### config.mk
export PLATFORM = sky130hd
export DESIGN_NAME = imu_attitude_rep_pid_pump
export DESIGN_NICKNAME = d
export VERILOG_FILES = /design/src/rtl/iarp_pkg.sv /design/src/rtl/imu_attitude_rep_pid_pump.sv
export SDC_FILE = /design/constraint.sdc
export NUM_CORES = 2
export LEC_CHECK = 0
export BUFFER_PORTS_ARGS = -buffer_cell sky130_fd_sc_hd__buf_4
export CAP_MARGIN = 30
export CORE_MARGIN = 10
export CORE_UTILIZATION = 35
export CTS_CLUSTER_SIZE = 20
export DETAILED_ROUTE_END_ITERATION = 16
export MAX_ROUTING_LAYER = met4
export PLACE_DENSITY = 0.61
export SYNTH_ARGS = -nofsm -noshare
export SYNTH_HDL_FRONTEND = slang
export SYNTH_SLANG_ARGS = --single-unit
### constraint.sdc
create_clock -name clk -period 20.3 [get_ports clk]
set_input_delay 2.03 -clock clk [delete_from_list [all_inputs] [get_ports clk]]
set_output_delay 2.03 -clock clk [all_outputs]
set_load 0.005 [all_outputs]
### src/rtl/iarp_pkg.sv
// Package for the IMU attitude / rep counter / pump PID block.
// Shared widths, register codes, CORDIC angle table and fixed constants; no dependencies.
`default_nettype none
package iarp_pkg;
	localparam int AngW = 18;
	localparam int YawW = 17;
	localparam int CfgW = 17;
	localparam int ZW = 28;
	localparam int CW = 36;
	localparam logic signed [AngW-1:0] ANG_MAX = 18'sd92160;
	localparam logic signed [YawW+1:0] YAW_HALF = 19'sd46080;

	typedef enum logic [2:0] {
		REG_TARGET = 3'd0,
		REG_GAIN_P = 3'd1,
		REG_GAIN_I = 3'd2,
		REG_GAIN_D = 3'd3,
		REG_CYCLES = 3'd4,
		REG_RAISE  = 3'd5,
		REG_LOWER  = 3'd6
	} reg_idx_t;

	function automatic logic signed [ZW-1:0] atan_entry(input logic [4:0] i);
		logic signed [ZW-1:0] r;
		begin
			case (i)
				5'd0: r = 28'sd2949120;
				5'd1: r = 28'sd1740967;
				5'd2: r = 28'sd919879;
				5'd3: r = 28'sd466945;
				5'd4: r = 28'sd234379;
				5'd5: r = 28'sd117304;
				5'd6: r = 28'sd58666;
				5'd7: r = 28'sd29335;
				5'd8: r = 28'sd14668;
				5'd9: r = 28'sd7334;
				5'd10: r = 28'sd3667;
				5'd11: r = 28'sd1833;
				5'd12: r = 28'sd917;
				5'd13: r = 28'sd458;
				5'd14: r = 28'sd229;
				5'd15: r = 28'sd115;
				5'd16: r = 28'sd57;
				5'd17: r = 28'sd29;
				5'd18: r = 28'sd14;
				5'd19: r = 28'sd7;
				5'd20: r = 28'sd4;
				5'd21: r = 28'sd2;
				5'd22: r = 28'sd1;
				default: r = '0;
			endcase
			return r;
		end
	endfunction
endpackage
`default_nettype wire

### src/rtl/imu_attitude_rep_pid_pump.sv
// Top level of the IMU attitude filter with rep counter and pump PID.
// Uses iarp_pkg for widths, register codes and the CORDIC angle table.
//
// One sample word is taken, then processed by a sequencer: gyro deltas and
// blends go through a shared bit-serial shift-subtract divider (one quotient
// bit per cycle), the accelerometer magnitude through a two-bit-per-cycle
// square root, both atan2 evaluations through one CORDIC that does one
// vectoring step per cycle, and the PID products through a shift-add
// multiplier that retires one multiplier bit per cycle. A zero accelerometer
// vector skips the CORDIC steps of that angle. The next sample can be taken
// in the cycle after the result word is loaded; the serial divides and
// multiplies take most of the time per sample. The result word waits in an
// output register; the next sample is accepted as soon as the sequencer is
// idle, even while that word stalls.
`default_nettype none
module imu_attitude_rep_pid_pump #(
	parameter int CORDIC_STEPS = 16
) (
	input  wire               clk,
	input  wire               arst_n,
	input  wire               in_valid,
	output logic              in_stall,
	input  wire signed [15:0] acc_x,
	input  wire signed [15:0] acc_y,
	input  wire signed [15:0] acc_z,
	input  wire signed [15:0] rate_x,
	input  wire signed [15:0] rate_y,
	input  wire signed [15:0] rate_z,
	input  wire               cfg_we,
	input  wire [2:0]         cfg_index,
	input  wire [16:0]        cfg_data,
	output logic              out_valid,
	input  wire               out_stall,
	output logic signed [17:0] roll_angle,
	output logic signed [17:0] pitch_angle,
	output logic signed [16:0] yaw_angle,
	output logic signed [17:0] smooth_roll,
	output logic [15:0]       rep_total,
	output logic [7:0]        pump_drive,
	output logic              drive_active
);
	localparam int StepW = $clog2(CORDIC_STEPS + 1);

	typedef enum logic [4:0] {
		S_IDLE, S_GDIV, S_GDIV_RUN, S_SQRT, S_SQRT_RUN, S_CSET, S_CRUN, S_CDONE,
		S_BDIV, S_BDIV_RUN, S_UPD, S_PMUL, S_PMUL_RUN, S_PDONE, S_OUT
	} state_t;

	state_t state_q;
	logic signed [16:0] target_q, raise_q, lower_q;
	logic [15:0] gp_q, gi_q, gd_q, cyc_q;

	logic signed [17:0] roll_q, pitch_q, roll_avg_q;
	logic signed [16:0] yaw_q;
	logic armed_q;
	logic [15:0] rep_q;
	logic signed [39:0] esum_q;
	logic signed [19:0] perr_q;
	logic [7:0] drive_q;
	logic act_q;

	logic signed [15:0] ax_q, ay_q, az_q, gx_q, gy_q, gz_q;
	logic [1:0] sel_q;          // which of three gyro / two blend / two angle jobs
	logic signed [19:0] gd_res_q [3];
	logic signed [17:0] acc_ang_q [2];
	logic [23:0] mag_q;

	// serial divider: |n| / d, 32-bit dividend
	logic [31:0] dv_n_q;
	logic [15:0] dv_r_q;
	logic [5:0] dv_cnt_q;
	logic dv_neg_q;
	logic [14:0] dv_d_q;

	// square root, 2 bits per cycle
	logic [47:0] sq_v_q;
	logic [47:0] sq_rem_q;
	logic [23:0] sq_root_q;
	logic [4:0] sq_cnt_q;

	// CORDIC
	logic signed [iarp_pkg::CW-1:0] cx_q, cy_q;
	logic signed [iarp_pkg::ZW-1:0] cz_q;
	logic [StepW-1:0] ci_q;
	logic [4:0] ci5;

	// PID multiplier
	logic [15:0] mb_q;
	logic signed [41:0] ma_q;
	logic signed [63:0] macc_q;
	logic [4:0] mcnt_q;
	logic [1:0] mterm_q;
	logic signed [19:0] err_q;

	logic in_acc, out_acc, load_out;
	assign in_stall = (state_q != S_IDLE);
	assign in_acc = in_valid && !in_stall;
	assign out_acc = out_valid && !out_stall;
	// result word moves into the output register once that register is free
	assign load_out = (state_q == S_OUT) && !(mterm_q == 2'd3 && act_q)
		&& (!out_valid || out_acc);

	// combinational helpers
	logic [16:0] dv_trial;
	logic [15:0] dv_rnext;
	logic [47:0] sq_tr;
	logic [47:0] sq_rw;
	logic signed [iarp_pkg::CW-1:0] c_dx, c_dy;
	logic signed [iarp_pkg::ZW-1:0] c_fin;
	logic signed [19:0] q_signed;

	assign dv_trial = {dv_r_q, dv_n_q[31]} - {2'b0, dv_d_q};
	assign dv_rnext = dv_trial[16] ? {dv_r_q[14:0], dv_n_q[31]} : dv_trial[15:0];
	assign sq_rw = {sq_rem_q[45:0], sq_v_q[47:46]};
	assign sq_tr = sq_rw - {22'b0, sq_root_q, 2'b01};
	assign ci5 = 5'(ci_q);
	assign c_dx = cy_q >>> ci_q;
	assign c_dy = cx_q >>> ci_q;
	assign c_fin = (cz_q + iarp_pkg::ZW'(128)) >>> 8;
	assign q_signed = dv_neg_q ? -$signed({1'b0, dv_n_q[18:0]}) : $signed({1'b0, dv_n_q[18:0]});

	// blend numerator 19*g + a, |value| < 2^23
	logic signed [25:0] bl_num;
	always_comb begin
		bl_num = 26'sd19 * 26'(gd_res_q[sel_q]) + 26'(acc_ang_q[sel_q[0]]);
	end

	logic signed [18:0] yaw_sum;
	logic signed [17:0] nroll;
	logic signed [18:0] avg_sum;
	logic signed [19:0] err_c;
	logic signed [40:0] esum_c;
	logic [15:0] rep_n;
	logic arm_n;
	logic signed [63:0] shifted;

	always_comb begin
		yaw_sum = 19'(yaw_q) + 19'(gd_res_q[2]);
		nroll = roll_q;
		avg_sum = 19'(roll_avg_q) + 19'(roll_q);
		err_c = -20'(roll_avg_q) - 20'(target_q);
		esum_c = 41'(esum_q) + 41'(err_c);
		rep_n = rep_q;
		arm_n = armed_q;
		if (nroll > 18'(raise_q)) begin
			arm_n = 1'b1;
		end else if (nroll < 18'(lower_q) && armed_q) begin
			arm_n = 1'b0;
			if (rep_q != 16'hFFFF) rep_n = rep_q + 16'd1;
		end
		shifted = macc_q >>> 18;
	end

	always_ff @(posedge clk or negedge arst_n) begin
		if (!arst_n) begin
			state_q <= S_IDLE;
			target_q <= 17'sd5120; gp_q <= 16'd15360; gi_q <= 16'd10;
			gd_q <= 16'd5120; cyc_q <= 16'd3;
			raise_q <= -17'sd20480; lower_q <= -17'sd21760;
			roll_q <= '0; pitch_q <= '0; yaw_q <= '0; roll_avg_q <= '0;
			armed_q <= 1'b0; rep_q <= '0; esum_q <= '0; perr_q <= '0; drive_q <= '0;
			act_q <= 1'b0; mterm_q <= '0;
			out_valid <= 1'b0;
			roll_angle <= '0; pitch_angle <= '0; yaw_angle <= '0; smooth_roll <= '0;
			rep_total <= '0; pump_drive <= '0;
			drive_active <= 1'b0;
		end else begin
			if (cfg_we) begin
				case (cfg_index)
					iarp_pkg::REG_TARGET: target_q <= $signed(cfg_data);
					iarp_pkg::REG_GAIN_P: gp_q <= cfg_data[15:0];
					iarp_pkg::REG_GAIN_I: gi_q <= cfg_data[15:0];
					iarp_pkg::REG_GAIN_D: gd_q <= cfg_data[15:0];
					iarp_pkg::REG_CYCLES: cyc_q <= cfg_data[15:0];
					iarp_pkg::REG_RAISE: raise_q <= $signed(cfg_data);
					iarp_pkg::REG_LOWER: lower_q <= $signed(cfg_data);
					default: ;
				endcase
			end
			if (load_out) out_valid <= 1'b1;
			else if (out_acc) out_valid <= 1'b0;
			case (state_q)
				S_IDLE: begin
					if (in_acc) begin
						ax_q <= acc_x; ay_q <= acc_y; az_q <= acc_z;
						gx_q <= rate_x; gy_q <= rate_y; gz_q <= rate_z;
						sel_q <= 2'd0;
						state_q <= S_GDIV;
					end
				end
				S_GDIV: begin
					// |rate*256| + 8187, divide by 16375
					logic signed [15:0] g;
					g = (sel_q == 2'd0) ? gx_q : (sel_q == 2'd1) ? gy_q : gz_q;
					dv_neg_q <= g[15];
					dv_n_q <= 32'((g[15] ? -25'(g) : 25'(g)) * 25'sd256) + 32'd8187;
					dv_d_q <= 15'd16375;
					dv_r_q <= '0;
					dv_cnt_q <= '0;
					state_q <= S_GDIV_RUN;
				end
				S_GDIV_RUN: begin
					dv_r_q <= dv_rnext;
					dv_n_q <= {dv_n_q[30:0], ~dv_trial[16]};
					dv_cnt_q <= dv_cnt_q + 6'd1;
					if (dv_cnt_q == 6'd31) begin
						state_q <= (sel_q == 2'd2) ? S_SQRT : S_GDIV;
						sel_q <= sel_q + 2'd1;
					end
					if (dv_cnt_q == 6'd31) gd_res_q[sel_q] <= 20'(0);
				end
				default: ;
			endcase
			// quotient capture after last shift
			if (state_q == S_GDIV && sel_q != 2'd0)
				gd_res_q[sel_q - 2'd1] <= q_signed + 20'(roll_q) * 20'(sel_q == 2'd1)
					+ 20'(pitch_q) * 20'(sel_q == 2'd2);
			if (state_q == S_SQRT) begin
				gd_res_q[2] <= q_signed;
				sq_v_q <= 48'(($signed(32'(ax_q) * 32'(ax_q)) + $signed(32'(az_q) * 32'(az_q)))) << 16;
				sq_rem_q <= '0; sq_root_q <= '0; sq_cnt_q <= '0;
				state_q <= S_SQRT_RUN;
			end
			if (state_q == S_SQRT_RUN) begin
				sq_v_q <= sq_v_q << 2;
				if (!sq_tr[47]) begin
					sq_rem_q <= sq_tr; sq_root_q <= {sq_root_q[22:0], 1'b1};
				end else begin
					sq_rem_q <= sq_rw; sq_root_q <= {sq_root_q[22:0], 1'b0};
				end
				sq_cnt_q <= sq_cnt_q + 5'd1;
				if (sq_cnt_q == 5'd23) begin
					sel_q <= 2'd0;
					state_q <= S_CSET;
				end
			end
			if (state_q == S_CSET) begin
				logic signed [iarp_pkg::CW-1:0] x0, y0;
				if (sel_q == 2'd0) begin
					mag_q <= sq_root_q;
					x0 = iarp_pkg::CW'(az_q) <<< 8; y0 = -(iarp_pkg::CW'(ax_q) <<< 8);
				end else begin
					x0 = iarp_pkg::CW'({1'b0, mag_q}); y0 = iarp_pkg::CW'(ay_q) <<< 8;
				end
				if (x0 < 0) begin
					cx_q <= -x0; cy_q <= -y0;
					cz_q <= (y0 >= 0) ? iarp_pkg::ZW'(180 * 65536) : -iarp_pkg::ZW'(180 * 65536);
				end else begin
					cx_q <= x0; cy_q <= y0;
					// zero vector: preset so the rounding gives angle zero
					cz_q <= (x0 == 0 && y0 == 0) ? -iarp_pkg::ZW'(128) : '0;
				end
				ci_q <= '0;
				state_q <= (x0 == 0 && y0 == 0) ? S_CDONE : S_CRUN;
			end
			if (state_q == S_CRUN) begin
				if (cy_q > 0) begin
					cx_q <= cx_q + c_dx; cy_q <= cy_q - c_dy;
					cz_q <= cz_q + iarp_pkg::atan_entry(ci5);
				end else begin
					cx_q <= cx_q - c_dx; cy_q <= cy_q + c_dy;
					cz_q <= cz_q - iarp_pkg::atan_entry(ci5);
				end
				ci_q <= ci_q + StepW'(1);
				if (ci_q == StepW'(CORDIC_STEPS - 1)) state_q <= S_CDONE;
			end
			if (state_q == S_CDONE) begin
				acc_ang_q[sel_q[0]] <= 18'(c_fin);
				sel_q <= (sel_q == 2'd0) ? 2'd1 : 2'd0;
				state_q <= (sel_q == 2'd0) ? S_CSET : S_BDIV;
			end
			if (state_q == S_BDIV) begin
				dv_neg_q <= bl_num[25];
				dv_n_q <= 32'(bl_num[25] ? -bl_num : bl_num) + 32'd10;
				dv_d_q <= 15'd20;
				dv_r_q <= '0; dv_cnt_q <= '0;
				state_q <= S_BDIV_RUN;
			end
			if (state_q == S_BDIV_RUN) begin
				dv_r_q <= dv_rnext;
				dv_n_q <= {dv_n_q[30:0], ~dv_trial[16]};
				dv_cnt_q <= dv_cnt_q + 6'd1;
				if (dv_cnt_q == 6'd31) begin
					if (sel_q == 2'd0) begin
						sel_q <= 2'd1; state_q <= S_BDIV;
					end else state_q <= S_UPD;
				end
			end
			if ((state_q == S_BDIV && sel_q == 2'd1) || state_q == S_UPD) begin
				logic signed [19:0] v;
				v = q_signed;
				if (v > 20'(iarp_pkg::ANG_MAX)) v = 20'(iarp_pkg::ANG_MAX);
				if (v < -20'(iarp_pkg::ANG_MAX)) v = -20'(iarp_pkg::ANG_MAX);
				if (state_q == S_UPD) pitch_q <= 18'(v); else roll_q <= 18'(v);
			end
			if (state_q == S_UPD) state_q <= S_PDONE;
			if (state_q == S_PDONE) begin
				// roll_q now final
				if (yaw_sum > iarp_pkg::YAW_HALF) yaw_q <= 17'(yaw_sum - 19'sd92160);
				else if (yaw_sum < -iarp_pkg::YAW_HALF) yaw_q <= 17'(yaw_sum + 19'sd92160);
				else yaw_q <= 17'(yaw_sum);
				roll_avg_q <= 18'(avg_sum >>> 1);
				armed_q <= arm_n; rep_q <= rep_n;
				if ({16'b0, rep_n} > {16'b0, cyc_q}) begin
					state_q <= S_PMUL;
					mterm_q <= 2'd0;
					macc_q <= '0;
				end else begin
					act_q <= 1'b0;
					state_q <= S_OUT;
				end
			end
			if (state_q == S_PMUL) begin
				if (mterm_q == 2'd0) begin
					err_q <= err_c;
					if (esum_c > 41'sh7F_FFFF_FFFF) esum_q <= 40'sh7F_FFFF_FFFF;
					else if (esum_c < -41'sh80_0000_0000) esum_q <= -40'sh80_0000_0000;
					else esum_q <= 40'(esum_c);
					ma_q <= 42'(err_c); mb_q <= gp_q;
				end else if (mterm_q == 2'd1) begin
					ma_q <= 42'(esum_q); mb_q <= gi_q;
				end else begin
					ma_q <= 42'(err_q) - 42'(perr_q); mb_q <= gd_q;
				end
				mcnt_q <= '0;
				state_q <= S_PMUL_RUN;
			end
			if (state_q == S_PMUL_RUN) begin
				if (mb_q[0]) macc_q <= macc_q + (64'(ma_q) <<< mcnt_q);
				mb_q <= mb_q >> 1;
				mcnt_q <= mcnt_q + 5'd1;
				if (mcnt_q == 5'd15) begin
					if (mterm_q == 2'd2) begin
						state_q <= S_OUT;
						perr_q <= err_q;
						act_q <= 1'b1;
						mterm_q <= 2'd3;
					end else begin
						mterm_q <= mterm_q + 2'd1;
						state_q <= S_PMUL;
					end
				end
			end
			if (state_q == S_OUT) begin
				if (mterm_q == 2'd3 && act_q) begin
					if (shifted < 0) drive_q <= 8'd0;
					else if (shifted > 64'sd255) drive_q <= 8'd255;
					else drive_q <= shifted[7:0];
					mterm_q <= 2'd0;
				end else if (load_out) begin
					roll_angle <= roll_q;
					pitch_angle <= pitch_q;
					yaw_angle <= yaw_q;
					smooth_roll <= roll_avg_q;
					rep_total <= rep_q;
					pump_drive <= drive_q;
					drive_active <= act_q;
					state_q <= S_IDLE;
				end
			end
		end
	end
endmodule
`default_nettype wire

==> impl_metrics.py <==
metrics = {
    "outcome": {
        "status": "completed",
    },
    "layout": {
        "regArea_mm2": 0.02971,
        "nets": 10980,
        "drive_gt1_frac": 0.1130,
        "final_cell_area_mm2": 0.1038,
        "syn_to_final_growth_pct": 11.31,
        "multi_input_area_mm2": 0.05827,
        "n_fill_cell": 25870,
    },
    "synthesis": {
        "synth.area.top_cells": "edfxtp_1 21%, fa_1 13%, dfrtp_1 9.5%",
        "ys_ff_latch": 1059,
        "syn_nets": 10880,
        "yosysTopAreaCellShare": 0.2123,
        "synth.cell_area_mm2": 0.09322,
        "ys_seq_area_frac": 0.3187,
        "ys.flop_type": "edfxtp_1",
        "synth_common_cells": "1,047 x inv_1, 803 x nand2_1, 659 x edfxtp_1, 654 x ha_1, 649 x nor2_1",
        "ys_types": 97,
        "yosys_warnings": 0,
        "syn_area_per_cell_um2": 9.800,
        "synth_edf_count": 659,
        "synth.most_common_cell": "inv_1",
        "synth_cells": 9512,
        "synth_top_cell_by_area": "edfxtp_1",
        "async_flop_share": 0.3551,
    },
    "worst_setup_path": {
        "max_stage_delay_ns": 0.77,
        "worstPathRequired_ns": 20.91,
        "slowest_stage": "inv_1",
        "crit_buf_inv": 5,
        "crit_type": "reg2reg",
        "r2r_setup_slack_ns": 11.01,
        "crit_top_cell": "fa_1",
        "path_max_fanout": 17,
        "endpoint_kind": "flop",
        "path_delay_family": "adder cells",
        "arrival_ns": 9.90,
        "start_kind": "flop",
    },
    "clock_network": {
        "h-tree-depth": 4,
        "clkTransAtPathRegs_ns": 0.06,
        "cts_resized": 0,
        "cts_setup_buffers": 0,
        "worstSkewPairLatency_ns": 0.86,
        "cts_hold_buf": 0,
        "cts_tree": "yes",
        "clk_path_buf_depth": 4,
        "cts-root-buf": "clkbuf_16",
        "numCtsBuffers": 138,
        "cts_sinks": 1059,
    },
    "grt": {
        "grt_usage": 0.1920,
        "grt_pass1_vias": 72880,
        "grt_start_max_net_pins": 81,
        "grt_pass1_wl_um": 428200,
        "gr-total-overflow": 0,
        "antenna_found_initial": 5,
    },
    "floorplan": {
        "core_mm2": 0.2651,
        "ios": 219,
        "start_util": 0.3516,
        "dieWidth_um": 536.1,
        "die_area_mm2": 0.2874,
        "num_rows": 189,
        "die_h_um": 536.1,
    },
    "route": {
        "dr_total_vias": 71060,
        "ant_nets": 0,
        "drt_iter0_markers": 5111,
        "wl_per_cell_um": 20.66,
        "route.detailed.drc": 0,
        "viasPerCell": 5.359,
        "drt-total-wl_um": 274000,
        "first_pass_iters": 6,
    },
    "sta": {
        "relSlewSlack": 0.2685,
        "fin_skew_ns": 0.1039,
        "grt_setup_unrepaired": "no",
        "clock.fmax_mhz": 107.6,
        "hold_viol_final": 0,
        "slew_violations": 0,
        "finalCriticalPeriod_ns": 9.295,
        "worst_pin_slew_ns": 1.083,
        "fin_crit_sh": 0.4579,
        "setup_tns_ns": 0,
        "setup_viol": 0,
    },
    "place": {
        "dpl_cell_area_mm2": 0.09912,
        "gp_congestion": 0.9300,
        "dp_hpwl_um": 212700,
        "port_buffers": 218,
    },
    "min_path": {
        "hold_path_class": "reg2reg",
    },
    "flow_run": {
        "cap_violations": 0,
    },
}
## cells in the final DEF (no fill, tap or decap), types with 236 or more instances in the layout
| cell | instances |
|---|---|
| dfrtp_1 | 354 |
| xnor2_1 | 359 |
| mux2_2 | 279 |
| edfxtp_1 | 659 |
| o21ai_0 | 626 |
| xor2_1 | 257 |
| nand2_1 | 799 |
| nor2_1 | 638 |
| ha_1 | 651 |
| a21oi_1 | 480 |
| buf_4 | 337 |
| inv_1 | 1045 |
| fa_1 | 593 |
| mux2i_1 | 236 |
## cell families after synthesis
group                    share of synthesized area
adder cells (fa/ha/maj)                     0.2173
flip-flops                                  0.3187
multiplexers                               0.08755
buffers and inverters                      0.05867
AND/OR/NAND/NOR                             0.1259
other                                   0.00004023
AO/OA/AOI/OAI                               0.1338
XOR/XNOR                                   0.05805
## area by class of cell
class,count,area share
antenna,5,0.0001206
clock buffer,174,0.03598
clock inverter,75,0.007549
inverter,1056,0.03823
multi-input combinational,7002,0.5616
sequential,1059,0.2863
tap,3533,0.04260
timing repair buffer,356,0.02760
## sequential cells by signal, indices dropped and copies added, names as in the netlist, 24 cells and up, named ones only
register and cells:
cy_q 36, macc_q 64, mag_q 24, ma_q 40
esum_q 40, dv_n_q 32, cz_q 26, cx_q 36
sq_root_q 24, gd_res_q 60, sq_rem_q 46, sq_v_q 48
acc_ang_q 36
## worst paths after layout
kind                       cells after the start               to    startpoint
max                                           25       sq_v_q[46]       az_q[0]
min                                            0         mag_q[2]  sq_root_q[2]
min reg2reg                                    0         mag_q[2]  sq_root_q[2]
max reg2reg                                   25       sq_v_q[46]       az_q[0]
max in group asynchronous                      4  pitch_angle[11]        arst_n
min in group asynchronous                      1         gi_q[11]        arst_n
## stage by stage
stage	hold slack (ns)	setup slack (ns)	instances	util
finish	0.3957	11.01	13260	0.3914
global route	0.4114	10.52	13260	0.3914
CTS	0.3860	10.96	13250	0.3909
detailed placement	0.4371	10.86	13000	0.3739
global placement	0.4323	11.02	12990	0.3730
floorplan	0.4264	11.51	9512	-
## worst reg2reg max path, delay by kind of cell (launching register included)
family          cells  cell delay [ns]
fa+ha+maj           9             4.39
compound gates      8             2.07
buf+inv             5             1.04
simple gates        2             0.78
flops               1             0.75
mux                 1             0.12
## routing by layer
layer / global-route usage / vias to the layer above / routed length (µm) / share of wire
li1: - / 33460 / - / -
met1: 0.2492 / 35200 / 120000 / 0.44
met2: 0.3103 / 1952 / 128500 / 0.47
met3: 0.02301 / 450 / 14080 / 0.051
met4: 0.06789 / 0 / 11400 / 0.042
met5: - / - / 0 / 0
Power is left out: the tool's default activity adds up to more than one toggle a clock period on the data nets, which glitch-free logic cannot reach.
